<file path="src/rtl/tdr_pkg.sv">
// ----------------------------------------------------------------------------
// tdr_pkg
// Shared constants, types and helpers for the tube display refresh frame block.
// ----------------------------------------------------------------------------
package tdr_pkg;

    localparam int unsigned TUBE_COUNT      = 6;
    localparam int unsigned SLOT_W          = 3;
    localparam int unsigned DIGIT_W         = 4;
    localparam int unsigned CODE_W          = 10;
    localparam int unsigned VALUE_W         = 20;
    localparam int unsigned MASK_W          = 6;
    localparam int unsigned PERIOD_W        = 16;
    localparam int unsigned TIME_W          = 32;
    localparam int unsigned WORD_W          = 32;
    localparam int unsigned BYTE_W          = 8;
    localparam int unsigned BYTES_PER_FRAME = 8;
    localparam int unsigned BYTE_IDX_W      = 3;
    localparam int unsigned REG_IDX_W       = 3;
    localparam int unsigned CFG_DATA_W      = 20;
    localparam int unsigned QUEUE_DEPTH     = 2;
    localparam int unsigned QPTR_W          = 1;
    localparam int unsigned QCNT_W          = 2;

    // Register indexes
    localparam logic [REG_IDX_W-1:0] REG_DISPLAY_VALUE   = 3'd0;
    localparam logic [REG_IDX_W-1:0] REG_BLINK_MASK      = 3'd1;
    localparam logic [REG_IDX_W-1:0] REG_UPPER_DOTS      = 3'd2;
    localparam logic [REG_IDX_W-1:0] REG_LOWER_DOTS      = 3'd3;
    localparam logic [REG_IDX_W-1:0] REG_POWER_ENABLE    = 3'd4;
    localparam logic [REG_IDX_W-1:0] REG_BLINK_PERIOD_MS = 3'd5;

    localparam logic [PERIOD_W-1:0]   BLINK_PERIOD_RESET = 16'd300;
    localparam logic [WORD_W-1:0]     UPPER_DOT_BIT      = 32'h8000_0000;
    localparam logic [WORD_W-1:0]     LOWER_DOT_BIT      = 32'h4000_0000;
    localparam logic [SLOT_W-1:0]     LAST_SLOT          = SLOT_W'(TUBE_COUNT - 1);
    localparam logic [SLOT_W-1:0]     LAST_DIGIT_STEP    = SLOT_W'(TUBE_COUNT - 1);
    localparam logic [BYTE_IDX_W-1:0] LAST_BYTE          = BYTE_IDX_W'(BYTES_PER_FRAME - 1);

    // ceil(2^23 / 10): exact quotient by ten for any 20-bit value
    localparam logic [VALUE_W-1:0] RECIP_TEN   = 20'd838861;
    localparam int unsigned        RECIP_SHIFT = 23;

    typedef logic [TUBE_COUNT-1:0][DIGIT_W-1:0] t_digits;

    typedef struct packed {
        logic              powered;
        logic [WORD_W-1:0] word0;
        logic [WORD_W-1:0] word1;
    } t_frame;

    function automatic logic [CODE_W-1:0] one_hot_digit(input logic [DIGIT_W-1:0] digit);
        return CODE_W'(1) << digit;
    endfunction

endpackage

</file>
<file path="src/rtl/tdr_queue.sv">
// ----------------------------------------------------------------------------
// tdr_queue
// Short frame queue between the front and the byte serialiser.
// ----------------------------------------------------------------------------
module tdr_queue import tdr_pkg::*; (
    input  logic   i_clk,
    input  logic   i_rst_n,
    input  logic   i_push_valid,
    output logic   o_push_ready,
    input  t_frame i_push_frame,
    output logic   o_pop_valid,
    input  logic   i_pop_ready,
    output t_frame o_pop_frame
);

    t_frame            r_mem [QUEUE_DEPTH];
    logic [QPTR_W-1:0] r_wr_ptr;
    logic [QPTR_W-1:0] r_rd_ptr;
    logic [QCNT_W-1:0] r_count;

    logic push;
    logic pop;

    assign o_push_ready = (r_count != QCNT_W'(QUEUE_DEPTH));
    assign o_pop_valid  = (r_count != '0);
    assign o_pop_frame  = r_mem[r_rd_ptr];
    assign push         = i_push_valid && o_push_ready;
    assign pop          = o_pop_valid && i_pop_ready;

    always_ff @(posedge i_clk) begin
        if (push) begin
            r_mem[r_wr_ptr] <= i_push_frame;
        end
    end

    always_ff @(posedge i_clk) begin
        if (!i_rst_n) begin
            r_wr_ptr <= '0;
            r_rd_ptr <= '0;
            r_count  <= '0;
        end else begin
            if (push) begin
                r_wr_ptr <= (r_wr_ptr == QPTR_W'(QUEUE_DEPTH - 1)) ? '0 : r_wr_ptr + 1'b1;
            end
            if (pop) begin
                r_rd_ptr <= (r_rd_ptr == QPTR_W'(QUEUE_DEPTH - 1)) ? '0 : r_rd_ptr + 1'b1;
            end
            if (push && !pop) begin
                r_count <= r_count + 1'b1;
            end else if (pop && !push) begin
                r_count <= r_count - 1'b1;
            end
        end
    end

endmodule

</file>
<file path="config.mk">
export PLATFORM = sky130hd
export DESIGN_NAME = tdr_queue
export DESIGN_NICKNAME = d
export VERILOG_FILES = /design/src/rtl/tdr_pkg.sv /design/src/rtl/tdr_queue.sv
export SDC_FILE = /design/constraint.sdc
export NUM_CORES = 1
export LEC_CHECK = 0
export BUFFER_PORTS_ARGS = -buffer_cell sky130_fd_sc_hd__buf_2
export CAP_MARGIN = 20
export CORE_ASPECT_RATIO = 1.2
export CORE_MARGIN = 2
export CORE_UTILIZATION = 40
export DETAILED_ROUTE_END_ITERATION = 16
export HOLD_SLACK_MARGIN = 0.06
export PLACE_DENSITY = 0.63
export SYNTH_ARGS = -nofsm -noshare
export SYNTH_HDL_FRONTEND = slang
export SYNTH_SLANG_ARGS = --single-unit
</file>
<file path="constraint.sdc">
create_clock -name i_clk -period 4.6 [get_ports i_clk]
set_input_delay 0.46 -clock i_clk [delete_from_list [all_inputs] [get_ports i_clk]]
set_output_delay 0.46 -clock i_clk [all_outputs]
set_load 0.02 [all_outputs]
</file>
==> qor.yml <==
hold_class: "in2reg"
synth_seq_cells: 135
grt_pass1_wl_um: 13800
max_clock_freq_mhz: 353
die_area_um2: 13200
portBuffers: 135
ctsHoldBuffers: 0
final.setup_skew_ns: 0.00600
ys_seq_area_frac: 0.813
leakagePower_nw: 2.35
synth-xor-area-share: 0.00533
antenna_found_initial: 1
htree_num_levels: 4
cts.clk_slew.worst_paths_ns: 0.06
synth_edf_count: 130
nNetsFinal: 446
row_count: 44
syn2layout_area_growth_pct: 27.9
status: "complete, no violations"
synthSimpleGateAreaFrac: 0.0132
drc: 0
gp_congestion: 0.705
wl_per_cell_um: 16.0
final-instance-count-excl-fill: 549
first_pass_iters: 4
yosys.cell_count.top_type: "edfxtp_1"
power_density_nw_per_um2: 587
fin_crit_ns: 2.83
clk_latency_ns: 0.40
n_antenna_cell: 0
critPathSlowestCell: "dfxtp_2"
die_w_um: 105
finalHoldViolCount: 0
syn_inst: 226
ant_nets: 0
synth_top_family_by_area: "multiplexers"
design_power_total_mw: 3.70
cts_sinks: 135
crit_fanout: 34
synth_area_leader_cell: "edfxtp_1"
yosysWarnings: 0
relSlewSlack: 0.413
synth.area.top_cells: "edfxtp_1 79%, mux2_2 15%, dfxtp_1 2.0%"
dp_hpwl_um: 5770
path_cells: "buf_4 -> mux2_2 -> buf_2"
cts_tree: "built"
period_share: 0.615
synth_cell_types: 20
ctsLongestPathBuffers: 2
routed_via_density: 4.64
ys_async_sr_fraction: 0
avgSynthCellArea_um2: 21.8
synth_top_area_frac: 0.792
grt_usage: 0.140
grt_overflow: 0
drive_gt1_frac: 0.603
wirelength_um: 8800
cts_resized: 0
endpoint_kind: "primary output"
vdd_drop_max_mv: 0.365
setup_tns_ns: 0
synthMuxAreaShare: 0.149
postCtsSetupBuffers: 0
critPathRequiredTime_ns: 4.14
cp_data_arrival_time_ns: 2.37
netlist_area_um2: 4930
grt_pass1_vias: 2791
multi_input_area_um2: 872
first_iter_violations: 133
tightestPinTransition_ns: 0.880
die_h_um: 126
maxCapViolations: 0
core_um2: 12100
syn_nets: 296
synth_fa_ha_area_frac: 0.00254
slowest_delay_ns: 0.82
vias: 2545
cts_inserted_buffers: 17
r2r-start: "r_count[0]"
ys_top_cells_by_count: "130 x edfxtp_1, 65 x mux2_2, 5 x buf_4, 5 x dfxtp_1, 4 x and2_1"
setup_violations: 0
regArea_um2: 4010
grt_max_degree: 39
synth_ff_type: "edfxtp_1"
critPathLaunchType: "flip-flop"
start_util: 0.409
ios: 136
cts_root_buffer: "clkbuf_16"
rsz0062_at_grt: "false"
num-fill-cells: 997
maxSlewViolCount: 0
min_from: "i_push_frame[27]"
dp.cells: 518
synth_compound_gate_area_share: 0.00711
critPathKind: "reg2out"
-- area by class of cell --
| type | instances | share of cell area |
|---|---|---|
| clock buffers | 20 | 0.0693 |
| well taps | 161 | 0.0320 |
| inverters | 1 | 0.000596 |
| repair buffers | 138 | 0.111 |
| multi-input cells | 83 | 0.138 |
| flip-flops and latches | 135 | 0.635 |
| clock inverters | 11 | 0.0135 |
-- cells in the final DEF, fill, tap and decap left out, drive strengths merged --
master / count
buf: 138
edfxtp: 130
mux2: 65
clkbuf: 20
clkinv: 8
dfxtp: 5
and2: 4
xnor2: 2
clkinvlp: 2
o21ai: 2
a21boi: 2
nand2b: 1
or2: 1
and3: 1
nand3b: 1
inv: 1
a21bo: 1
xor2: 1
or3: 1
ha: 1
bufinv: 1
-- worst max-delay path: cells and delay by family (launching register included) --
kind	cells	cell delay [ns]
mux	1	0.41
flops	1	0.82
buf+inv	2	0.69
-- per-stage QoR --
stage	hold WS, ns	util	cell area, µm²	setup slack (ns)
after floorplan	0.512	-	4930	1.99
after global placement	0.536	0.479	5780	2.16
after detailed placement	0.578	0.479	5780	2.12
after CTS	0.231	0.523	6300	1.70
after global routing	0.232	0.523	6300	1.61
final	0.249	0.523	6300	1.77
-- per-layer routing --
layer / routed length [µm] / up-vias / GRT usage
met4: 131 / 2 / 0.0588
met3: 501 / 11 / 0.0490
met1: 3310 / 1257 / 0.149
met2: 4840 / 80 / 0.250
li1: - / 1195 / -
met5: 11 / - / 0
-- cells by family (layout without fill, tap and decap cells) --
kind of cell	after synthesis	in the layout
DFF	135	135
muxes	65	65
and+or+nand+nor	9	9
buffers and inverters	8	170
AOI/OAI and AO/OA	5	5
xor gates and xnor gates	3	3
adders and majority gates	1	1
-- state kept, by name, summed over array words and instances (netlist names), named ones only --
signal	cells
r_count	2
r_mem	130
r_rd_ptr	1
r_wr_ptr	1
-- where the power goes --
part / switching [mW] / internal [mW]
clock network: 0.454 / 0.730
logic: 0.520 / 0.377
registers: 0.0811 / 1.54
-- path summary, 6_finish.rpt --
kind         slack, ns               to  cells past startpoint
max               1.77  o_pop_frame[30]                      3
min               0.25     r_mem[1][27]                      1
max reg2reg       2.35     r_mem[1][33]                      3
min reg2reg       0.57       r_count[1]                      2
Note: power is estimated with default switching activity, not from simulation.
