**src/rtl/tdr_pkg.sv**
```systemverilog
// ----------------------------------------------------------------------------
// tdr_pkg
// Shared constants, types and helpers for the tube display refresh frame block.
// ----------------------------------------------------------------------------
package tdr_pkg;

    localparam int unsigned TUBE_COUNT      = 6;
    localparam int unsigned SLOT_W          = 3;
    localparam int unsigned DIGIT_W         = 4;
    localparam int unsigned CODE_W          = 10;
    localparam int unsigned VALUE_W         = 20;
    localparam int unsigned MASK_W          = 6;
    localparam int unsigned PERIOD_W        = 16;
    localparam int unsigned TIME_W          = 32;
    localparam int unsigned WORD_W          = 32;
    localparam int unsigned BYTE_W          = 8;
    localparam int unsigned BYTES_PER_FRAME = 8;
    localparam int unsigned BYTE_IDX_W      = 3;
    localparam int unsigned REG_IDX_W       = 3;
    localparam int unsigned CFG_DATA_W      = 20;
    localparam int unsigned QUEUE_DEPTH     = 2;
    localparam int unsigned QPTR_W          = 1;
    localparam int unsigned QCNT_W          = 2;

    // Register indexes
    localparam logic [REG_IDX_W-1:0] REG_DISPLAY_VALUE   = 3'd0;
    localparam logic [REG_IDX_W-1:0] REG_BLINK_MASK      = 3'd1;
    localparam logic [REG_IDX_W-1:0] REG_UPPER_DOTS      = 3'd2;
    localparam logic [REG_IDX_W-1:0] REG_LOWER_DOTS      = 3'd3;
    localparam logic [REG_IDX_W-1:0] REG_POWER_ENABLE    = 3'd4;
    localparam logic [REG_IDX_W-1:0] REG_BLINK_PERIOD_MS = 3'd5;

    localparam logic [PERIOD_W-1:0]   BLINK_PERIOD_RESET = 16'd300;
    localparam logic [WORD_W-1:0]     UPPER_DOT_BIT      = 32'h8000_0000;
    localparam logic [WORD_W-1:0]     LOWER_DOT_BIT      = 32'h4000_0000;
    localparam logic [SLOT_W-1:0]     LAST_SLOT          = SLOT_W'(TUBE_COUNT - 1);
    localparam logic [SLOT_W-1:0]     LAST_DIGIT_STEP    = SLOT_W'(TUBE_COUNT - 1);
    localparam logic [BYTE_IDX_W-1:0] LAST_BYTE          = BYTE_IDX_W'(BYTES_PER_FRAME - 1);

    // ceil(2^23 / 10): exact quotient by ten for any 20-bit value
    localparam logic [VALUE_W-1:0] RECIP_TEN   = 20'd838861;
    localparam int unsigned        RECIP_SHIFT = 23;

    typedef logic [TUBE_COUNT-1:0][DIGIT_W-1:0] t_digits;

    typedef struct packed {
        logic              powered;
        logic [WORD_W-1:0] word0;
        logic [WORD_W-1:0] word1;
    } t_frame;

    function automatic logic [CODE_W-1:0] one_hot_digit(input logic [DIGIT_W-1:0] digit);
        return CODE_W'(1) << digit;
    endfunction

endpackage

```
**src/rtl/tdr_in_if.sv**
```systemverilog
// ----------------------------------------------------------------------------
// tdr_in_if
// Refresh tick channel: valid/ready with the millisecond time.
// ----------------------------------------------------------------------------
interface tdr_in_if import tdr_pkg::*; ();
    logic              valid;
    logic              ready;
    logic [TIME_W-1:0] now_ms;

    modport source (output valid, output now_ms, input ready);
    modport sink   (input valid, input now_ms, output ready);
endinterface

```
**src/rtl/tdr_front.sv**
```systemverilog
// ----------------------------------------------------------------------------
// tdr_front
// Accepts refresh ticks, updates blink and slot state, builds driver words.
// ----------------------------------------------------------------------------
module tdr_front import tdr_pkg::*; (
    input  logic                  i_clk,
    input  logic                  i_rst_n,
    input  logic                  i_cfg_we,
    input  logic [REG_IDX_W-1:0]  i_cfg_idx,
    input  logic [CFG_DATA_W-1:0] i_cfg_data,
    input  logic                  i_digits_busy,
    input  t_digits               i_digits,
    tdr_in_if.sink                i_in,
    output logic                  o_push_valid,
    input  logic                  i_push_ready,
    output t_frame                o_push_frame
);

    logic [MASK_W-1:0]   r_blink_mask;
    logic                r_upper_dots;
    logic                r_lower_dots;
    logic                r_power;
    logic [PERIOD_W-1:0] r_period;
    logic [TIME_W-1:0]   r_last_toggle;
    logic                r_phase;
    logic [SLOT_W-1:0]   r_slot;

    logic [TIME_W-1:0]   n_last_toggle;
    logic                n_phase;
    logic [SLOT_W-1:0]   n_slot;

    logic [SLOT_W-1:0]   slot_eff;
    logic [TIME_W-1:0]   elapsed;
    logic                toggle;
    logic                phase_new;
    logic [DIGIT_W-1:0]  digit;
    logic                blink_bit;
    logic [CODE_W-1:0]   code;
    logic [WORD_W-1:0]   dots;
    logic [WORD_W-1:0]   word0;
    logic [WORD_W-1:0]   word1;
    logic                accept;

    assign o_push_valid = i_in.valid && !i_digits_busy;
    assign i_in.ready   = !i_digits_busy && i_push_ready;
    assign accept       = i_in.valid && i_in.ready;

    assign slot_eff  = (r_slot > LAST_SLOT) ? '0 : r_slot;
    assign elapsed   = i_in.now_ms - r_last_toggle;
    assign toggle    = elapsed > {{(TIME_W-PERIOD_W){1'b0}}, r_period};
    assign phase_new = r_phase ^ toggle;
    assign digit     = i_digits[slot_eff];
    // slot k blinks with mask bit (last slot - k)
    assign blink_bit = r_blink_mask[LAST_SLOT - slot_eff];
    assign code      = (phase_new && blink_bit) ? '0 : one_hot_digit(digit);
    assign dots      = (r_upper_dots ? UPPER_DOT_BIT : '0) | (r_lower_dots ? LOWER_DOT_BIT : '0);

    always_comb begin
        word0 = dots;
        word1 = dots;
        case (slot_eff)
            3'd0:    word0[29:20] = code;
            3'd1:    word0[19:10] = code;
            3'd2:    word0[9:0]   = code;
            3'd3:    word1[29:20] = code;
            3'd4:    word1[19:10] = code;
            3'd5:    word1[9:0]   = code;
            default: begin
            end
        endcase
    end

    always_comb begin
        o_push_frame.powered = r_power;
        o_push_frame.word0   = r_power ? word0 : '0;
        o_push_frame.word1   = r_power ? word1 : '0;
    end

    always_comb begin
        n_last_toggle = r_last_toggle;
        n_phase       = r_phase;
        n_slot        = r_slot;
        if (accept && r_power) begin
            if (toggle) begin
                n_last_toggle = i_in.now_ms;
            end
            n_phase = phase_new;
            n_slot  = (slot_eff == LAST_SLOT) ? '0 : slot_eff + 1'b1;
        end
    end

    always_ff @(posedge i_clk) begin
        if (!i_rst_n) begin
            r_last_toggle <= '0;
            r_phase       <= 1'b0;
            r_slot        <= '0;
        end else begin
            r_last_toggle <= n_last_toggle;
            r_phase       <= n_phase;
            r_slot        <= n_slot;
        end
    end

    always_ff @(posedge i_clk) begin
        if (!i_rst_n) begin
            r_blink_mask <= '0;
            r_upper_dots <= 1'b0;
            r_lower_dots <= 1'b0;
            r_power      <= 1'b1;
            r_period     <= BLINK_PERIOD_RESET;
        end else if (i_cfg_we) begin
            case (i_cfg_idx)
                REG_BLINK_MASK:      r_blink_mask <= i_cfg_data[MASK_W-1:0];
                REG_UPPER_DOTS:      r_upper_dots <= i_cfg_data[0];
                REG_LOWER_DOTS:      r_lower_dots <= i_cfg_data[0];
                REG_POWER_ENABLE:    r_power      <= i_cfg_data[0];
                REG_BLINK_PERIOD_MS: r_period     <= i_cfg_data[PERIOD_W-1:0];
                default: begin
                end
            endcase
        end
    end

endmodule

```
**src/flat_wrapper.sv**
```systemverilog
// flat-port wrapper written by rule: the top's interface ports become plain ports
module tdr_front_flat import tdr_pkg::*;
  (i_clk, i_rst_n, i_cfg_we, i_cfg_idx, i_cfg_data, i_digits_busy, i_digits, o_push_valid, i_push_ready, o_push_frame, i_in_valid, i_in_now_ms, i_in_ready);
  tdr_in_if i_in_i ();
  input  logic i_clk;
  input  logic i_rst_n;
  input  logic i_cfg_we;
  input  logic [REG_IDX_W-1:0] i_cfg_idx;
  input  logic [CFG_DATA_W-1:0] i_cfg_data;
  input  logic i_digits_busy;
  input  t_digits i_digits;
  output logic o_push_valid;
  input  logic i_push_ready;
  output t_frame o_push_frame;
  input wire logic [$bits(i_in_i.valid)-1:0] i_in_valid;
  input wire logic [$bits(i_in_i.now_ms)-1:0] i_in_now_ms;
  output wire logic [$bits(i_in_i.ready)-1:0] i_in_ready;
  assign i_in_i.valid = i_in_valid;
  assign i_in_i.now_ms = i_in_now_ms;
  assign i_in_ready = i_in_i.ready;
  tdr_front u_core (.i_clk(i_clk), .i_rst_n(i_rst_n), .i_cfg_we(i_cfg_we), .i_cfg_idx(i_cfg_idx), .i_cfg_data(i_cfg_data), .i_digits_busy(i_digits_busy), .i_digits(i_digits), .i_in(i_in_i), .o_push_valid(o_push_valid), .i_push_ready(i_push_ready), .o_push_frame(o_push_frame));
endmodule
```
**config.mk**
```make
export PLATFORM = sky130hd
export DESIGN_NAME = tdr_front_flat
export DESIGN_NICKNAME = d
export VERILOG_FILES = /design/src/rtl/tdr_pkg.sv /design/src/rtl/tdr_in_if.sv /design/src/rtl/tdr_front.sv /design/src/flat_wrapper.sv
export SDC_FILE = /design/constraint.sdc
export NUM_CORES = 1
export LEC_CHECK = 0
export BUFFER_PORTS_ARGS = -buffer_cell sky130_fd_sc_hd__buf_2
export CAP_MARGIN = 20
export CORE_MARGIN = 1.5
export CORE_UTILIZATION = 55
export DETAILED_ROUTE_END_ITERATION = 10
export GPL_TIMING_DRIVEN = 0
export HOLD_SLACK_MARGIN = 0.03
export PLACE_DENSITY = 0.82
export SYNTH_ARGS = -nofsm -noshare
export SYNTH_HDL_FRONTEND = slang
export SYNTH_SLANG_ARGS = --single-unit
```
**constraint.sdc**
```tcl
create_clock -name i_clk -period 6.4 [get_ports i_clk]
set_clock_uncertainty 0.1 [all_clocks]
set_input_delay 0 -clock i_clk [delete_from_list [all_inputs] [get_ports i_clk]]
set_output_delay 0 -clock i_clk [all_outputs]
set_load 0.005 [all_outputs]
```
==> impl_metrics.toml <==
[run_status]
outcome = "finished, final reports clean"

[worst_hold_path]
min-delay-path-class = "in -> reg"
min-delay-start = "i_rst_n"

[logic_synthesis]
netlist_instances = 820
ys_top_cells_by_area = "sky130_fd_sc_hd__dfxtp_1, sky130_fd_sc_hd__ha_1, sky130_fd_sc_hd__nand2_1"
synth.cell_area_um2 = 5900
yosys.area_share.xor_xnor_pct = 2.37
synth_seq_cells = 61
synthSimpleGateAreaFrac_pct = 29.0
synthDominantCellAreaShare_pct = 20.7
synth_async_sr_flop_share_pct = 0
mappedNetlistNets = 959
part_of_the_yosys_area_used_for_sequential_elements_pct = 20.7
synth.lib_cells_used.distinct = 68
synth-adder-area-share_pct = 11.6
synthMuxAreaShare_pct = 9.22
synth-edff-count = 0
synth_top_family_by_area = "simple AND/OR/NAND/NOR gates"
synthesis.area_per_instance_um2 = 7.20
synth-compound-area-share_pct = 19.7
synth_area_leader_cell = "sky130_fd_sc_hd__dfxtp_1"
ys.warnings.count = 0
yosys_most_used_dff = "sky130_fd_sc_hd__dfxtp_1"

[worst_setup_path]
timing.critical_path.max_delay_family = "simple AND/OR/NAND/NOR gates"
worst_ep_arrival_time_ns = 5.94
cp-end-kind = "output port"
worst_r2r_startpoint = "u_core.r_last_toggle[0]"
crit_fanout = 10
setup.worst_path.start_class = "input port"
timing.critical_path.cells = "dlygate4sd3_1 > buf_2 > inv_1 > ha_1 > fa_1 > nand2b_1 > a21o_1 > a211oi_2 > nor2_1 > xnor2_1 > ha_1 > a21o_1 > a21oi_1 > or3b_2 > a2bb2oi_1 > o2111ai_1 > a2111oi_0 > nand4_1 > nor4_4 > mux2_4 > buf_4 > nor3_1 > buf_2"
timing_worst_setup_path_type = "in -> out"
required_ns = 6.30
cpPeakStageDelay_ns = 0.54
worst_path_max_delay_cell = "sky130_fd_sc_hd__dlygate4sd3_1"
crit_path_start = "i_in_now_ms[0]"
cp.buffers_inverters = 5

[sta]
setup_viol_count_final = 0
worst_slew_margin_rel_pct = 30.7
min_period_over_period_pct = 94.3
final_hold_fails = 0
fmax_ghz = 0.166
rsz0062_at_grt = "false"
fin_tns_setup_ns = 0
final-max-slew-violation-count = 0
timing_worst_slew_pin_value_ns = 1.03
period_minus_slack_ns = 6.04

[floorplanning]
design.die.area_um2 = 11400
die_width_um = 107
rows = 37
initial_core_util_pct = 56.9
design.core.area_um2 = 10400
boundaryPins = 152
die_h_um = 107

[drt]
dr_drc_count = 0
wirelength_mm = 18.0
avgViaCountPerCell = 5.68
dr.first_iter.drc_count = 480
postRouteAntennaNets = 0
vias = 6709
dr.pass1.iters = 5
post_drt_wl_per_cell_um = 15.2

[final_layout]
syn_to_final_growth_pct = 29.4
drive_gt1_share_pct = 19.0
final_net_count = 1180
antenna_cells_inserted = 0

[global_route]
grt_antenna_before_repair = 0
grt_pass1_vias = 6253
global_route_wire_length_before_repair_mm = 28.9
grt.total_usage_pct = 31.2
largest_net_degree_at_the_start_of_global_routing = 13
grt_overflow_total = 0

[power_and_ir_drop]
internal_power_mw = 0.725
leakagePower_nw = 3.24
cellPowerDensity_nw_per_um2 = 148
vdd_ir_drop_max_uv = 88.5
power_frac_clock_pct = 30.7
p_total_mw = 1.13
sw_frac_of_total_pct = 35.8
switch_pwr_mw = 0.405
combPwrFrac_pct = 34.2
share_seq_of_total_power_pct = 35.1

[clock_tree]
worstSkewPairLatency_ns = 0.36
clock_sinks = 61
cts_inserted_buffers = 9
tritoncts = "done"
path_clk_slew_ns = 0.08
cts_root_buffer = "sky130_fd_sc_hd__clkbuf_8"
cts.path.max_buffers = 2
h_tree_depth = 3

[job]
timing.max_cap.violations = 0

[placed_design]
gpl.final_weighted_congestion = 0.969
buffer_ports.inserted = 146
hpwl_mm = 13.2
==> layout by cell type, fill, tap and decap left out, types with 9 or more instances in the layout <==
cell type,netlist,routed
sky130_fd_sc_hd__mux2i_1,45,45
sky130_fd_sc_hd__ha_1,53,53
sky130_fd_sc_hd__a21o_1,10,10
sky130_fd_sc_hd__nor2_1,38,38
sky130_fd_sc_hd__buf_2,8,154
sky130_fd_sc_hd__dfxtp_1,61,61
sky130_fd_sc_hd__dlygate4sd3_1,0,64
sky130_fd_sc_hd__xnor2_1,10,10
sky130_fd_sc_hd__nand3_1,21,21
sky130_fd_sc_hd__inv_1,59,59
sky130_fd_sc_hd__nand4_1,11,11
sky130_fd_sc_hd__a21oi_1,46,46
sky130_fd_sc_hd__nand2_1,149,149
sky130_fd_sc_hd__clkbuf_8,0,11
sky130_fd_sc_hd__buf_4,9,9
sky130_fd_sc_hd__nor3_1,73,73
sky130_fd_sc_hd__a21boi_0,16,16
sky130_fd_sc_hd__clkbuf_1,27,27
sky130_fd_sc_hd__nand2b_1,9,9
sky130_fd_sc_hd__and2_1,10,10
sky130_fd_sc_hd__nor2b_1,20,20
sky130_fd_sc_hd__o21ai_0,28,28
sky130_fd_sc_hd__o211ai_1,12,12
==> repair_timing <==
item	in CTS	in global routing
hold buffers	64	0
hold endpoints to repair	58	0
setup buffers	0	0
gates resized for setup	0	0
==> power by group through the flow <==
stage	combinational, mW	sequential, mW	clock [mW]
floorplan	0.252	0.404	0
global placement	0.342	0.405	0
detailed placement	0.349	0.405	0
CTS	0.378	0.397	0.349
global route	0.427	0.398	0.365
finish	0.386	0.397	0.347
==> cells in the mapped netlist, drive strengths merged, types with 3 or more instances <==
library cell,count
nand2,149
nor3,73
dfxtp,61
inv,59
ha,53
a21oi,47
mux2i,45
nor2,39
o21ai,29
clkbuf,27
nand3,21
nor2b,20
buf,19
a21boi,17
o211ai,13
nand4,11
a21o,10
and2,10
xnor2,10
nand2b,9
o21a,7
or3,7
mux2,6
o22ai,6
xor2,6
a2111oi,5
a211oi,5
a22oi,4
nor3b,4
o31ai,4
or2,4
a221o,3
and4,3
o2111ai,3
o311ai,3
==> per-stage QoR <==
stage / setup slack (ns) / util, % / hold WS, ns / instances / area [um^2]
2_1_floorplan: 1.79 / - / -0.0698 / 820 / 5900
3_3_place_gp: 0.992 / 65.6 / 0.134 / 1102 / 6800
3_5_place_dp: 0.896 / 65.6 / 0.140 / 1102 / 6800
4_1_cts: 0.490 / 73.6 / 0.0436 / 1182 / 7640
5_1_grt: 0.0805 / 73.6 / 0.0922 / 1182 / 7640
6_report: 0.363 / 73.6 / 0.0635 / 1182 / 7640
==> registers in the layout, indices dropped and copies added (netlist names) <==
| signal | cells |
|---|---|
| u_core.r_last_toggle | 32 |
| u_core.r_upper_dots | 1 |
| u_core.r_period | 16 |
| u_core.r_slot | 3 |
| u_core.r_phase | 1 |
| u_core.r_blink_mask | 6 |
| u_core.r_power | 1 |
| u_core.r_lower_dots | 1 |
==> cell type report <==
class                   instances  area, um^2
fillers                       851        2730
clock inverters                 5        42.5
inverters                      59         221
repair buffers                210        1370
clock buffers                  11         151
multi-input cells             654        4240
plain buffers                  46         216
well taps                     136         170
flip-flops and latches         61        1220
==> routing by layer <==
layer  routed length, um  vias up  GRT usage, %
li1                    -     3348             -
met4                 636        0          15.4
met1                7770     3038          37.7
met5                   0        -             0
met3                1080       52          4.07
met2                8520      271          54.3
==> path summary, 6_finish.rpt <==
kind                                            endpoint  slack (ns)  cells past startpoint
worst min-delay path             u_core.r_last_toggle[1]        0.06                      3
worst max-delay path                    o_push_frame[48]        0.36                     23
worst min register to register   u_core.r_last_toggle[8]        0.36                      2
worst max register to register  u_core.r_last_toggle[31]        0.55                     20
==> tightest hold or removal path, stage by stage <==
cell and delay (ns):
sky130_fd_sc_hd__clkbuf_1 0.27, sky130_fd_sc_hd__nand2_1 0.15, sky130_fd_sc_hd__mux2i_1 0.05
==> kinds of logic after synthesis <==
logic type | count (synthesis)
fa+ha+maj | 54
buf+inv | 105
mux | 52
xor+xnor | 16
compound gates | 172
flops | 61
simple gates | 360
Power figures use the tool's default switching activity.
