File: src/rtl/tdr_pkg.sv
// ----------------------------------------------------------------------------
// tdr_pkg
// Shared constants, types and helpers for the tube display refresh frame block.
// ----------------------------------------------------------------------------
package tdr_pkg;

    localparam int unsigned TUBE_COUNT      = 6;
    localparam int unsigned SLOT_W          = 3;
    localparam int unsigned DIGIT_W         = 4;
    localparam int unsigned CODE_W          = 10;
    localparam int unsigned VALUE_W         = 20;
    localparam int unsigned MASK_W          = 6;
    localparam int unsigned PERIOD_W        = 16;
    localparam int unsigned TIME_W          = 32;
    localparam int unsigned WORD_W          = 32;
    localparam int unsigned BYTE_W          = 8;
    localparam int unsigned BYTES_PER_FRAME = 8;
    localparam int unsigned BYTE_IDX_W      = 3;
    localparam int unsigned REG_IDX_W       = 3;
    localparam int unsigned CFG_DATA_W      = 20;
    localparam int unsigned QUEUE_DEPTH     = 2;
    localparam int unsigned QPTR_W          = 1;
    localparam int unsigned QCNT_W          = 2;

    // Register indexes
    localparam logic [REG_IDX_W-1:0] REG_DISPLAY_VALUE   = 3'd0;
    localparam logic [REG_IDX_W-1:0] REG_BLINK_MASK      = 3'd1;
    localparam logic [REG_IDX_W-1:0] REG_UPPER_DOTS      = 3'd2;
    localparam logic [REG_IDX_W-1:0] REG_LOWER_DOTS      = 3'd3;
    localparam logic [REG_IDX_W-1:0] REG_POWER_ENABLE    = 3'd4;
    localparam logic [REG_IDX_W-1:0] REG_BLINK_PERIOD_MS = 3'd5;

    localparam logic [PERIOD_W-1:0]   BLINK_PERIOD_RESET = 16'd300;
    localparam logic [WORD_W-1:0]     UPPER_DOT_BIT      = 32'h8000_0000;
    localparam logic [WORD_W-1:0]     LOWER_DOT_BIT      = 32'h4000_0000;
    localparam logic [SLOT_W-1:0]     LAST_SLOT          = SLOT_W'(TUBE_COUNT - 1);
    localparam logic [SLOT_W-1:0]     LAST_DIGIT_STEP    = SLOT_W'(TUBE_COUNT - 1);
    localparam logic [BYTE_IDX_W-1:0] LAST_BYTE          = BYTE_IDX_W'(BYTES_PER_FRAME - 1);

    // ceil(2^23 / 10): exact quotient by ten for any 20-bit value
    localparam logic [VALUE_W-1:0] RECIP_TEN   = 20'd838861;
    localparam int unsigned        RECIP_SHIFT = 23;

    typedef logic [TUBE_COUNT-1:0][DIGIT_W-1:0] t_digits;

    typedef struct packed {
        logic              powered;
        logic [WORD_W-1:0] word0;
        logic [WORD_W-1:0] word1;
    } t_frame;

    function automatic logic [CODE_W-1:0] one_hot_digit(input logic [DIGIT_W-1:0] digit);
        return CODE_W'(1) << digit;
    endfunction

endpackage

File: src/rtl/tdr_out_if.sv
// ----------------------------------------------------------------------------
// tdr_out_if
// Driver byte channel: valid/ready with one byte beat and its flags.
// ----------------------------------------------------------------------------
interface tdr_out_if import tdr_pkg::*; ();
    logic              valid;
    logic              ready;
    logic [BYTE_W-1:0] shift_byte;
    logic              byte_valid;
    logic              drive_enable;
    logic              last_of_frame;

    modport source (output valid, output shift_byte, output byte_valid,
                    output drive_enable, output last_of_frame, input ready);
    modport sink   (input valid, input shift_byte, input byte_valid,
                    input drive_enable, input last_of_frame, output ready);
endinterface

File: src/rtl/tdr_back.sv
// ----------------------------------------------------------------------------
// tdr_back
// Serialises queued frames into byte beats through an output register.
// ----------------------------------------------------------------------------
module tdr_back import tdr_pkg::*; (
    input  logic        i_clk,
    input  logic        i_rst_n,
    input  logic        i_pop_valid,
    output logic        o_pop_ready,
    input  t_frame      i_pop_frame,
    tdr_out_if.source   o_out
);

    t_frame                r_frame;
    logic [BYTE_IDX_W-1:0] r_idx;
    logic                  r_busy;
    logic                  r_out_valid;
    logic [BYTE_W-1:0]     r_byte;
    logic                  r_byte_valid;
    logic                  r_drive_enable;
    logic                  r_last;

    logic                  advance;
    logic                  cur_last;
    logic                  take;
    logic [WORD_W-1:0]     sel_word;
    logic [BYTE_W-1:0]     cur_byte;

    assign advance     = !r_out_valid || o_out.ready;
    assign cur_last    = r_frame.powered ? (r_idx == LAST_BYTE) : 1'b1;
    assign o_pop_ready = !r_busy || (advance && cur_last);
    assign take        = i_pop_valid && o_pop_ready;
    assign sel_word    = r_idx[2] ? r_frame.word1 : r_frame.word0;

    always_comb begin
        unique case (r_idx[1:0])
            2'd0: cur_byte = sel_word[31:24];
            2'd1: cur_byte = sel_word[23:16];
            2'd2: cur_byte = sel_word[15:8];
            2'd3: cur_byte = sel_word[7:0];
        endcase
    end

    always_ff @(posedge i_clk) begin
        if (!i_rst_n) begin
            r_busy      <= 1'b0;
            r_out_valid <= 1'b0;
            r_idx       <= '0;
        end else begin
            if (advance) begin
                r_out_valid <= r_busy;
            end
            // refill as the last beat of the current frame leaves
            if (take) begin
                r_busy <= 1'b1;
                r_idx  <= '0;
            end else if (advance && r_busy) begin
                r_idx <= r_idx + 1'b1;
                if (cur_last) begin
                    r_busy <= 1'b0;
                end
            end
        end
    end

    always_ff @(posedge i_clk) begin
        if (take) begin
            r_frame <= i_pop_frame;
        end
        if (advance && r_busy) begin
            r_byte         <= cur_byte;
            r_byte_valid   <= r_frame.powered;
            r_drive_enable <= r_frame.powered && cur_last;
            r_last         <= cur_last;
        end
    end

    assign o_out.valid         = r_out_valid;
    assign o_out.shift_byte    = r_byte;
    assign o_out.byte_valid    = r_byte_valid;
    assign o_out.drive_enable  = r_drive_enable;
    assign o_out.last_of_frame = r_last;

endmodule

File: src/flat_wrapper.sv
// flat-port wrapper written by rule: the top's interface ports become plain ports
module tdr_back_flat import tdr_pkg::*;
  (i_clk, i_rst_n, i_pop_valid, o_pop_ready, i_pop_frame, o_out_valid, o_out_shift_byte, o_out_byte_valid, o_out_drive_enable, o_out_last_of_frame, o_out_ready);
  tdr_out_if o_out_i ();
  input  logic i_clk;
  input  logic i_rst_n;
  input  logic i_pop_valid;
  output logic o_pop_ready;
  input  t_frame i_pop_frame;
  output wire logic [$bits(o_out_i.valid)-1:0] o_out_valid;
  output wire logic [$bits(o_out_i.shift_byte)-1:0] o_out_shift_byte;
  output wire logic [$bits(o_out_i.byte_valid)-1:0] o_out_byte_valid;
  output wire logic [$bits(o_out_i.drive_enable)-1:0] o_out_drive_enable;
  output wire logic [$bits(o_out_i.last_of_frame)-1:0] o_out_last_of_frame;
  input wire logic [$bits(o_out_i.ready)-1:0] o_out_ready;
  assign o_out_valid = o_out_i.valid;
  assign o_out_shift_byte = o_out_i.shift_byte;
  assign o_out_byte_valid = o_out_i.byte_valid;
  assign o_out_drive_enable = o_out_i.drive_enable;
  assign o_out_last_of_frame = o_out_i.last_of_frame;
  assign o_out_i.ready = o_out_ready;
  tdr_back u_core (.i_clk(i_clk), .i_rst_n(i_rst_n), .i_pop_valid(i_pop_valid), .o_pop_ready(o_pop_ready), .i_pop_frame(i_pop_frame), .o_out(o_out_i));
endmodule
File: config.mk
export PLATFORM = sky130hd
export DESIGN_NAME = tdr_back_flat
export DESIGN_NICKNAME = d
export VERILOG_FILES = /design/src/rtl/tdr_pkg.sv /design/src/rtl/tdr_out_if.sv /design/src/rtl/tdr_back.sv /design/src/flat_wrapper.sv
export SDC_FILE = /design/constraint.sdc
export NUM_CORES = 1
export LEC_CHECK = 0
export BUFFER_PORTS_ARGS = -buffer_cell sky130_fd_sc_hd__buf_2
export CAP_MARGIN = 5
export CORE_UTILIZATION = 40
export DETAILED_ROUTE_END_ITERATION = 16
export PLACE_DENSITY = 0.73
export SYNTH_ARGS = -nofsm -noshare
export SYNTH_HDL_FRONTEND = slang
export SYNTH_SLANG_ARGS = --single-unit
File: constraint.sdc
create_clock -name i_clk -period 3.1 [get_ports i_clk]
set_clock_uncertainty 0.1 [all_clocks]
set_input_delay 0.62 -clock i_clk [delete_from_list [all_inputs] [get_ports i_clk]]
set_output_delay 0.62 -clock i_clk [all_outputs]
set_load 0.005 [all_outputs]
==> reports/metrics.yaml, run 1 <==
job:
  cap_violations: 0
sta:
  post-route-min-period_ns: 2.395
  final_max_slew_viol_count: 0
  rsz0062_at_grt: "no"
  clock.fmax_mhz: 417.5
  setup_tns_ns: 0
  hold_viol_final: 0
  relSlewSlack: 0.4768
  fin_crit_sh: 0.7726
  setup_viol: 0
  worst_pin_slew_ns: 0.7849
detailed_routing:
  wl_per_cell_microns: 16.44
  first_pass_iters: 4
  routed_wl_microns: 5918
  drt_iter0_drc: 121
  final_antenna_net_count: 0
  via_per_inst: 5.139
  drc: 0
  via_count: 1850
final_layout:
  final_area_sq_um: 3769
  nets: 331
  layout-drive-gt1-share: 0.4061
  layout_commonest_cell: "buf_2"
  final_util: 0.5114
  diodes: 0
  area_growth_pct: 21.80
  layout_common_cells: "buf_2, edfxtp_1, a221oi_1"
worst_setup_path:
  crit_end: "o_pop_ready"
  worst-r2r-cell-count: 5
  r2r_end: "u_core.o_out.shift_byte[6]"
  critical_path_class: "reg -> out"
  worst-path-buf-inv: 1
  crit_fanout: 4
  worst_setup_path_startpoint: "u_core.r_idx[0]"
  crit_family: "adder cells"
  worst_setup_path_end_kind: "primary output"
  slowest_stage: "dfxtp_1"
  cpMostUsedCell: "ha_1"
  critPathRequiredTime_ns: 2.38
  slowest_delay_ns: 0.34
  cp.depth: 5
  worst-endpoint-arrival_ns: 1.68
  rrSetupSlack_ns: 0.84
  critPathLaunchType: "flip-flop"
  crit_chain: "ha_1, ha_1, nor2b_1, o21ai_0, buf_2"
  rr_startpoint: "u_core.r_idx[0]"
clock_network:
  htreeDepth: 3
  clk_path_buf_depth: 2
  cts_buffers: 9
  cts_setup_buffers: 0
  clk_pin_slew_worst_paths_ns: 0.07
  cts_tree: "yes"
  ctsResizeCount: 0
  clock_latency_ns: 0.33
  ctsHoldBuffers: 0
  ctsRootBufferMaster: "clkbuf_8"
  cts.sinks: 81
synth:
  yosysSeqAreaShare: 0.7699
  synth-seq-cells: 81
  syn_area_sq_um: 3094
  syn_avg_cell_area_sq_um: 18.09
  ys_warn_count: 0
  syn-num-nets: 245
  yosysUniqueCellTypes: 23
  synthCells: 171
global_routing:
  antenna_found_initial: 0
  grt_max_degree: 28
  grt_use_total: 0.1504
  grt_pass1_wl_microns: 8942
  grt_pass1_vias: 1871
  gr-total-overflow: 0
run_status:
  status: "completed"
die:
  io_pins: 82
  die_w_microns: 89.95
  core_sq_um: 7370
  initial_core_util: 0.4199
  die_area_sq_um: 8091
  rows: 31
  die_h_microns: 89.95
power_and_ir_drop:
  p_per_area_nw_per_um2: 562.1
  totalPowerFinal_mw: 2.118
  peakVddDrop_mv: 0.2724
  leakagePower_nw: 1.425
placed_design:
  dp_hpwl_microns: 4043
  postPlaceCellArea_sq_um: 3595
  place_congestion: 0.8616
  port-buffer-count: 81
worst_hold_path:
  hp-class: "in -> reg"
[Yosys cell counts]
cell type | instances | area, sq um
a22oi_1 | 8 | 60.06
dfxtp_1 | 5 | 100.1
o311ai_1 | 1 | 8.760
a21oi_1 | 11 | 55.05
ha_1 | 5 | 62.56
nand2b_1 | 3 | 18.77
buf_6 | 4 | 45.04
nand3_1 | 3 | 15.01
nor2b_1 | 1 | 6.260
a211o_2 | 5 | 50.05
and2_1 | 2 | 12.51
nor2_1 | 1 | 3.750
mux2i_1 | 8 | 80.08
a21boi_0 | 2 | 15.01
and2b_1 | 1 | 7.510
a211o_1 | 3 | 26.28
a221oi_1 | 13 | 113.9
clkbuf_2 | 2 | 10.01
inv_1 | 5 | 18.77
o21ai_0 | 4 | 20.02
a221oi_2 | 3 | 45.04
edfxtp_1 | 76 | 2282
buf_4 | 5 | 37.54
[final cells by class]
class,instances,area [sq um]
multi-input cells,74,601.8
clock buffers,9,123.9
flip-flops and latches,81,2382
clock inverters,6,50.05
well taps,99,123.9
fillers,657,3601
inverters,5,18.77
repair buffers,86,467.9
[worst reg2reg max path, stage by stage (launching register included)]
cell and delay [ns]:
dfxtp_1 0.34, inv_1 0.11, ha_1 0.64, nand2b_1 0.43
a21oi_1 0.07, a221oi_1 0.35
[per-stage QoR]
stage | std cells | hold WS [ns] | setup WS [ns]
after floorplan | 171 | 0.3328 | 0.5709
after global placement | 345 | 0.3643 | 0.7817
after detailed placement | 345 | 0.3570 | 0.7248
after CTS | 360 | 0.3395 | 0.6980
after global routing | 360 | 0.3319 | 0.5623
final | 360 | 0.3556 | 0.7049
[kinds of logic after synthesis]
group / after synthesis / synth area share
adder cells (fa/ha/maj): 5 / 0.02022
flip-flops: 81 / 0.7699
AO/OA/AOI/OAI: 50 / 0.1274
multiplexers: 8 / 0.02588
AND/OR/NAND/NOR: 11 / 0.02062
buffers and inverters: 16 / 0.03599
[state kept, by name (all words and copies together), names as in the netlist]
register                    count
u_core.r_frame                 65
u_core.o_out.shift_byte         8
u_core.r_idx                    3
u_core.o_out.byte_valid         1
u_core.o_out.drive_enable       1
u_core.o_out.last_of_frame      1
u_core.o_out.valid              1
u_core.r_busy                   1
[how the worst min path moves through the flow]
stage | start | endpoint | slack [ns] | cells after the start
final | i_pop_frame[56] | u_core.r_frame[56] | 0.36 | 1
after global routing | i_pop_frame[58] | u_core.r_frame[58] | 0.33 | 1
after CTS | i_pop_frame[56] | u_core.r_frame[56] | 0.34 | 1
after detailed placement | u_core.r_frame[64] | u_core.o_out.byte_valid | 0.36 | 0
after global placement | u_core.r_frame[64] | u_core.o_out.byte_valid | 0.36 | 0
after floorplan | u_core.r_frame[64] | u_core.o_out.byte_valid | 0.33 | 0
[power breakdown]
group	switching [mW]	total, mW	internal, mW
sequential	0.0195	1.29	1.27
clock	0.331	0.686	0.355
combinational	0.0729	0.139	0.0663
total	0.423	2.12	1.70
[per-layer routing]
layer  routed length (microns)  vias up  track usage
met1                      2437      892       0.1765
met5                         0        -            0
met4                       154        0      0.09274
li1                          -      867            -
met3                       326       12      0.03553
met2                      3000       79       0.2506
Note: power is estimated with default switching activity, not from simulation.
==> run 2: changes to the inputs <==
- clock period: 3.1 -> 1.94 ns (I/O delays scaled with it)
==> run 2 against run 1 <==
  * Clock-buffer cell count is the same
  * Non-clock buffer count up 11
  * Clock power increased by 91%
  * Combinational power grew 69%
  * Global-route usage grew 0.94 points
  * Setup slack lost 0.63 ns
  * Largest power group unchanged
==> reports/metrics.yaml, run 2 (same netlist as run 1, synthesis figures left out) <==
sta:
  rsz0062_at_grt: "no"
  fin_crit_sh: 0.9596
  hold_viol_final: 0  # unchanged
  setup_tns_ns: 0  # unchanged
  worst_pin_slew_ns: 0.4960  # -0.2888 ns
  clock.fmax_mhz: 537.2
  setup_viol: 0  # unchanged
  post-route-min-period_ns: 1.862
  final_max_slew_viol_count: 0  # unchanged
  relSlewSlack: 0.6641  # +0.1873
placed_design:
  port-buffer-count: 81  # unchanged
  postPlaceCellArea_sq_um: 3682  # +2.4%
  dp_hpwl_microns: 4278  # +5.8%
  place_congestion: 0.8083  # -6.2%
power_and_ir_drop:
  peakVddDrop_mv: 0.4578  # +68%
  totalPowerFinal_mw: 3.619  # +71%
  leakagePower_nw: 1.501  # +5.3%
  p_per_area_nw_per_um2: 918.0  # +63%
detailed_routing:
  wl_per_cell_microns: 16.33  # -0.66%
  drt_iter0_drc: 86  # -29%
  routed_wl_microns: 6075  # +2.7%
  via_count: 1851  # +0.054%
  drc: 0  # unchanged
  first_pass_iters: 5  # +1
  final_antenna_net_count: 0  # unchanged
  via_per_inst: 4.976  # -3.2%
clock_network:
  cts_tree: "yes"
  ctsHoldBuffers: 0  # unchanged
  htreeDepth: 3  # unchanged
  clk_path_buf_depth: 2  # unchanged
  cts_buffers: 9  # unchanged
  clock_latency_ns: 0.35  # +0.02 ns
  ctsRootBufferMaster: "clkbuf_8"
  clk_pin_slew_worst_paths_ns: 0.08  # about the same
  cts.sinks: 81  # unchanged
global_routing:
  grt_pass1_wl_microns: 9549  # +6.8%
  grt_pass1_vias: 1940  # +3.7%
  antenna_found_initial: 0  # unchanged
  grt_use_total: 0.1598  # +0.009418
  grt_max_degree: 34  # +21%
  gr-total-overflow: 0  # unchanged
run_status:
  status: "completed"
worst_setup_path:
  rrSetupSlack_ns: 0.12  # -0.72 ns
  rr_startpoint: "u_core.r_idx[0]"
  critPathLaunchType: "flip-flop"
  worst-endpoint-arrival_ns: 1.37  # -0.31 ns
  r2r_end: "u_core.o_out.shift_byte[2]"
  critPathRequiredTime_ns: 1.45  # -0.93 ns
  critical_path_class: "reg -> out"
  worst_setup_path_end_kind: "primary output"
  crit_fanout: 3  # -1
  worst-r2r-cell-count: 5  # unchanged
worst_hold_path:
  worst_hold_startpoint: "i_pop_frame[43]"
  min_delay_path_depth: 1  # unchanged
  hp-class: "in -> reg"
  hold_end: "u_core.r_frame[43]"
die:
  core_sq_um: 7370  # unchanged
  die_area_sq_um: 8091  # unchanged
  io_pins: 82  # unchanged
  rows: 31  # unchanged
  die_w_microns: 89.95  # unchanged
  die_h_microns: 89.95  # unchanged
  initial_core_util: 0.4199  # unchanged
final_layout:
  layout-drive-gt1-share: 0.4725  # +0.06640
  area_growth_pct: 27.42
  diodes: 0  # unchanged
  layout_common_cells: "buf_2, edfxtp_1, buf_4"
  regMostFlops: "u_core.r_frame"
  nFillCells: 624  # -5.0%
  multi_input_area_sq_um: 641.9  # +6.7%
  largest_reg_flops: 65  # unchanged
  seq_area_sq_um: 2390  # +0.32%
  layout_commonest_cell: "buf_2"
  nets: 342  # +3.3%
  final_area_sq_um: 3943  # +4.6%
job:
  cap_violations: 0  # unchanged
==> run 2: changes by cell type in the layout (fill, tap and decap cells not counted), moves of 2 or more <==
cell / before / now
buf_4: 3 / 14
clkinvlp_4: 0 / 2
dfxtp_4: 0 / 2
clkinv_1: 4 / 0
ha_1: 5 / 2
dfxtp_1: 5 / 3
ha_4: 0 / 2
==> run 2: how the worst max path moves through the flow <==
stage          depth (start not counted)       startpoint                    endpoint  slack (ns)
5_1_grt                                5  u_core.r_idx[0]                 o_pop_ready       0.008
2_1_floorplan                          5  u_core.r_idx[1]           u_core.r_frame[0]        0.02
3_3_place_gp                           6  u_core.r_idx[1]          u_core.r_frame[24]        0.17
4_1_cts                                5  u_core.r_idx[0]                 o_pop_ready        0.01
6_report                               5  u_core.r_idx[0]                 o_pop_ready        0.08
3_5_place_dp                           6  u_core.r_idx[0]  u_core.o_out.shift_byte[4]        0.07
==> run 2: layout make-up <==
type / count / share of cell area
inverter: 5 / 0.004760
multi-input combinational: 74 / 0.1628
sequential: 81 / 0.6062
timing repair buffer: 97 / 0.1396
clock buffer: 9 / 0.03142
tap: 99 / 0.03142
clock inverter: 7 / 0.02380
==> run 2: through the flow <==
| stage | setup slack (ns) | utilization | cells | hold slack [ns] |
|---|---|---|---|---|
| floorplan | 0.01673 | - | 171 | 0.3328 |
| global placement | 0.1687 | 0.4997 | 354 | 0.3770 |
| detailed placement | 0.06994 | 0.4997 | 354 | 0.3643 |
| CTS | 0.01094 | 0.5323 | 372 | 0.09003 |
| global route | 0.008195 | 0.5350 | 372 | 0.08688 |
| finish | 0.07833 | 0.5350 | 372 | 0.1057 |
==> run 2: timing repair <==
action | in CTS | in global routing
endpoints found under the setup margin | 1 | 5
gates cloned | 0 | 0
pin swaps | 1 | 1
setup buffers | 2 | 0
resized for setup | 3 | 4
==> run 2: critical path, stage by stage (launching register included) <==
cell	delay [ns]
dfxtp_4	0.36
ha_4	0.17
ha_4	0.16
nor2b_4	0.12
o21ai_2	0.07
buf_2	0.14
==> run 2: where the power goes <==
group	internal [mW]	switching (mW)	leakage [nW]
sequential	2.03	0.0357	0.774
combinational	0.119	0.117	0.621
clock	0.723	0.592	0.106
==> run 2: per-layer routing <==
| metal | wire length [microns] | GRT usage | vias to the layer above |
|---|---|---|---|
| met5 | 0 | 0 | - |
| met1 | 2552 | 0.1838 | 871 |
| met3 | 363 | 0.06007 | 18 |
| met2 | 3008 | 0.2692 | 73 |
| met4 | 152 | 0.06586 | 0 |
| li1 | - | - | 889 |
==> run 3: changes to the inputs <==
- BUFFER_PORTS_ARGS: -buffer_cell sky130_fd_sc_hd__buf_2 -> not set
- DONT_BUFFER_PORTS: not set -> 1
- GPL_ROUTABILITY_DRIVEN: not set -> 1
- PLACE_DENSITY: 0.73 -> 0.63
==> run 3 against run 2 <==
  * Worst hold slack worse by 0.076 ns
  * Clock power down 13%
  * Sequential cell count unchanged
  * Combinational power down 35%
  * Die area unchanged
  * Power down 6.9%
  * Maximum frequency down 1.2%
  * First-iteration DRC count up 65%
  * Cell area down 11%
  * Highest routed layer unchanged
==> reports/metrics.yaml, run 3 (same netlist as run 1, synthesis figures left out) <==
placed_design:
  place_congestion: 0.7716  # -4.5%
  port-buffer-count: 0  # -100%
  place_inst: 275  # -22%
  dp_hpwl_microns: 4415  # +3.2%
  place_ws_ns: 0.02418  # -0.04576 ns
detailed_routing:
  first_pass_iters: 6  # +1
  drc: 0  # unchanged
  via_count: 1599  # -14%
  final_antenna_net_count: 0  # unchanged
  wl_per_cell_microns: 20.51  # +26%
  routed_wl_microns: 6008  # -1.1%
  via_per_inst: 5.457  # +9.7%
  drt_iter0_drc: 142  # +65%
clock_network:
  ctsHoldBuffers: 0  # unchanged
  ctsRootBufferMaster: "clkbuf_8"
  cts.sinks: 81  # unchanged
  clk_pin_slew_worst_paths_ns: 0.08  # about the same
  clock_latency_ns: 0.35  # about the same
  cts_buffers: 9  # unchanged
  cts_tree: "yes"
  htreeDepth: 3  # unchanged
  clk_path_buf_depth: 2  # unchanged
die:
  die_h_microns: 89.95  # unchanged
  die_w_microns: 89.95  # unchanged
  rows: 31  # unchanged
  die_area_sq_um: 8091  # unchanged
  initial_core_util: 0.4199  # unchanged
  io_pins: 82  # unchanged
  core_sq_um: 7370  # unchanged
worst_setup_path:
  crit_chain: "ha_4, ha_4, nor2b_4, o21ai_2, buf_4"
  worst-endpoint-arrival_ns: 1.40  # +0.03 ns
  worst_setup_path_end_kind: "primary output"
  critPathLaunchType: "flip-flop"
  slowest_delay_ns: 0.37  # about the same
  slowest_stage: "dfxtp_4"
  crit_fanout: 5  # +2
  critPathRequiredTime_ns: 1.45  # about the same
  critical_path_class: "reg -> out"
  cpMostUsedCell: "ha_4"
  worst-path-buf-inv: 1  # unchanged
  crit_family: "flip-flops"
sta:
  setup_viol: 0  # unchanged
  clock.fmax_mhz: 530.8  # -1.2%
  hold_viol_final: 0  # unchanged
  worst_pin_slew_ns: 0.4712  # -0.02479 ns
  rsz0062_at_grt: "yes"
  post-route-min-period_ns: 1.884  # +0.02234 ns
  relSlewSlack: 0.6809  # +0.01678
  fin_crit_sh: 0.9711  # +0.01152
  setup_slack_ns: 0.05599  # -0.02234 ns
  hold_ws_ns: 0.02924  # -0.07646 ns
  final_max_slew_viol_count: 0  # unchanged
final_layout:
  area_growth_pct: 13.79
  regMostFlops: "u_core.r_frame"
  final_util: 0.4778  # -0.05722
  instances_no_fill: 293  # -21%
  nFillCells: 621  # -0.48%
  layout_commonest_cell: "edfxtp_1"
  layout-drive-gt1-share: 0.2487  # -0.2238
  largest_reg_flops: 65  # unchanged
  layout_common_cells: "edfxtp_1, buf_4, a221oi_1"
  nets: 262  # -23%
run_status:
  status: "completed"
power_and_ir_drop:
  totalPowerFinal_mw: 3.368  # -6.9%
  leakagePower_nw: 1.184  # -21%
  p_per_area_nw_per_um2: 956.7  # +4.2%
  peakVddDrop_mv: 0.4932  # +7.7%
global_routing:
  grt_pass1_vias: 1686  # -13%
  grt_max_degree: 32  # -5.9%
  gr-total-overflow: 0  # unchanged
  grt_pass1_wl_microns: 9059  # -5.1%
  antenna_found_initial: 1  # +1
  grt_use_total: 0.1558  # -0.004046
worst_hold_path:
  hp-class: "in -> reg"
job:
  cap_violations: 0  # unchanged
-- run 3: final cells by class --
cell class,instances,area (sq um),area share
Tap cell,99,123.9,0.03518
Antenna cell,1,2.502,0.0007107
Clock buffer,9,123.9,0.03518
Sequential cell,81,2390,0.6787
Inverter,5,18.77,0.005330
Multi-Input combinational cell,74,648.1,0.1841
Timing Repair Buffer,17,152.6,0.04335
Clock inverter,7,61.31,0.01741
-- run 3: per-layer routing --
metal	global-route usage	routed length, microns	vias to the layer above
met5	0	0	-
met4	0.1062	198	0
met3	0.05245	266	16
met2	0.2705	3299	69
met1	0.1583	2243	780
li1	-	-	734
-- run 3: power breakdown --
group	internal [mW]	leakage, nW	switching (mW)
clock	0.580	0.0978	0.558
sequential	2.03	0.774	0.0425
combinational	0.0630	0.312	0.0893
-- run 3: repair_timing --
action / in CTS / in global routing
resized for setup: 6 / 2
buffers inserted: 0 / 1
pin swaps: 0 / 2
setup endpoints to repair: 1 / 4
-- run 3: per-stage QoR --
| step | setup TNS [ns] | cell area, sq um |
|---|---|---|
| 2_1_floorplan | 0 | 3115 |
| 3_3_place_gp | 0 | 3292 |
| 3_5_place_dp | 0 | 3292 |
| 4_1_cts | 0 | 3502 |
| 5_1_grt | -0.01287 | 3521 |
| 6_report | 0 | 3521 |
-- run 3: final timing paths --
kind                           start                         end  slack, ns  cells past startpoint
setup / recovery     u_core.r_idx[1]                 o_pop_ready       0.06                      5
hold / removal       i_pop_frame[59]          u_core.r_frame[59]       0.03                      0
setup reg to reg     u_core.r_idx[0]  u_core.o_out.shift_byte[5]       0.08                      6
hold reg to reg   u_core.r_frame[64]     u_core.o_out.byte_valid       0.38                      0
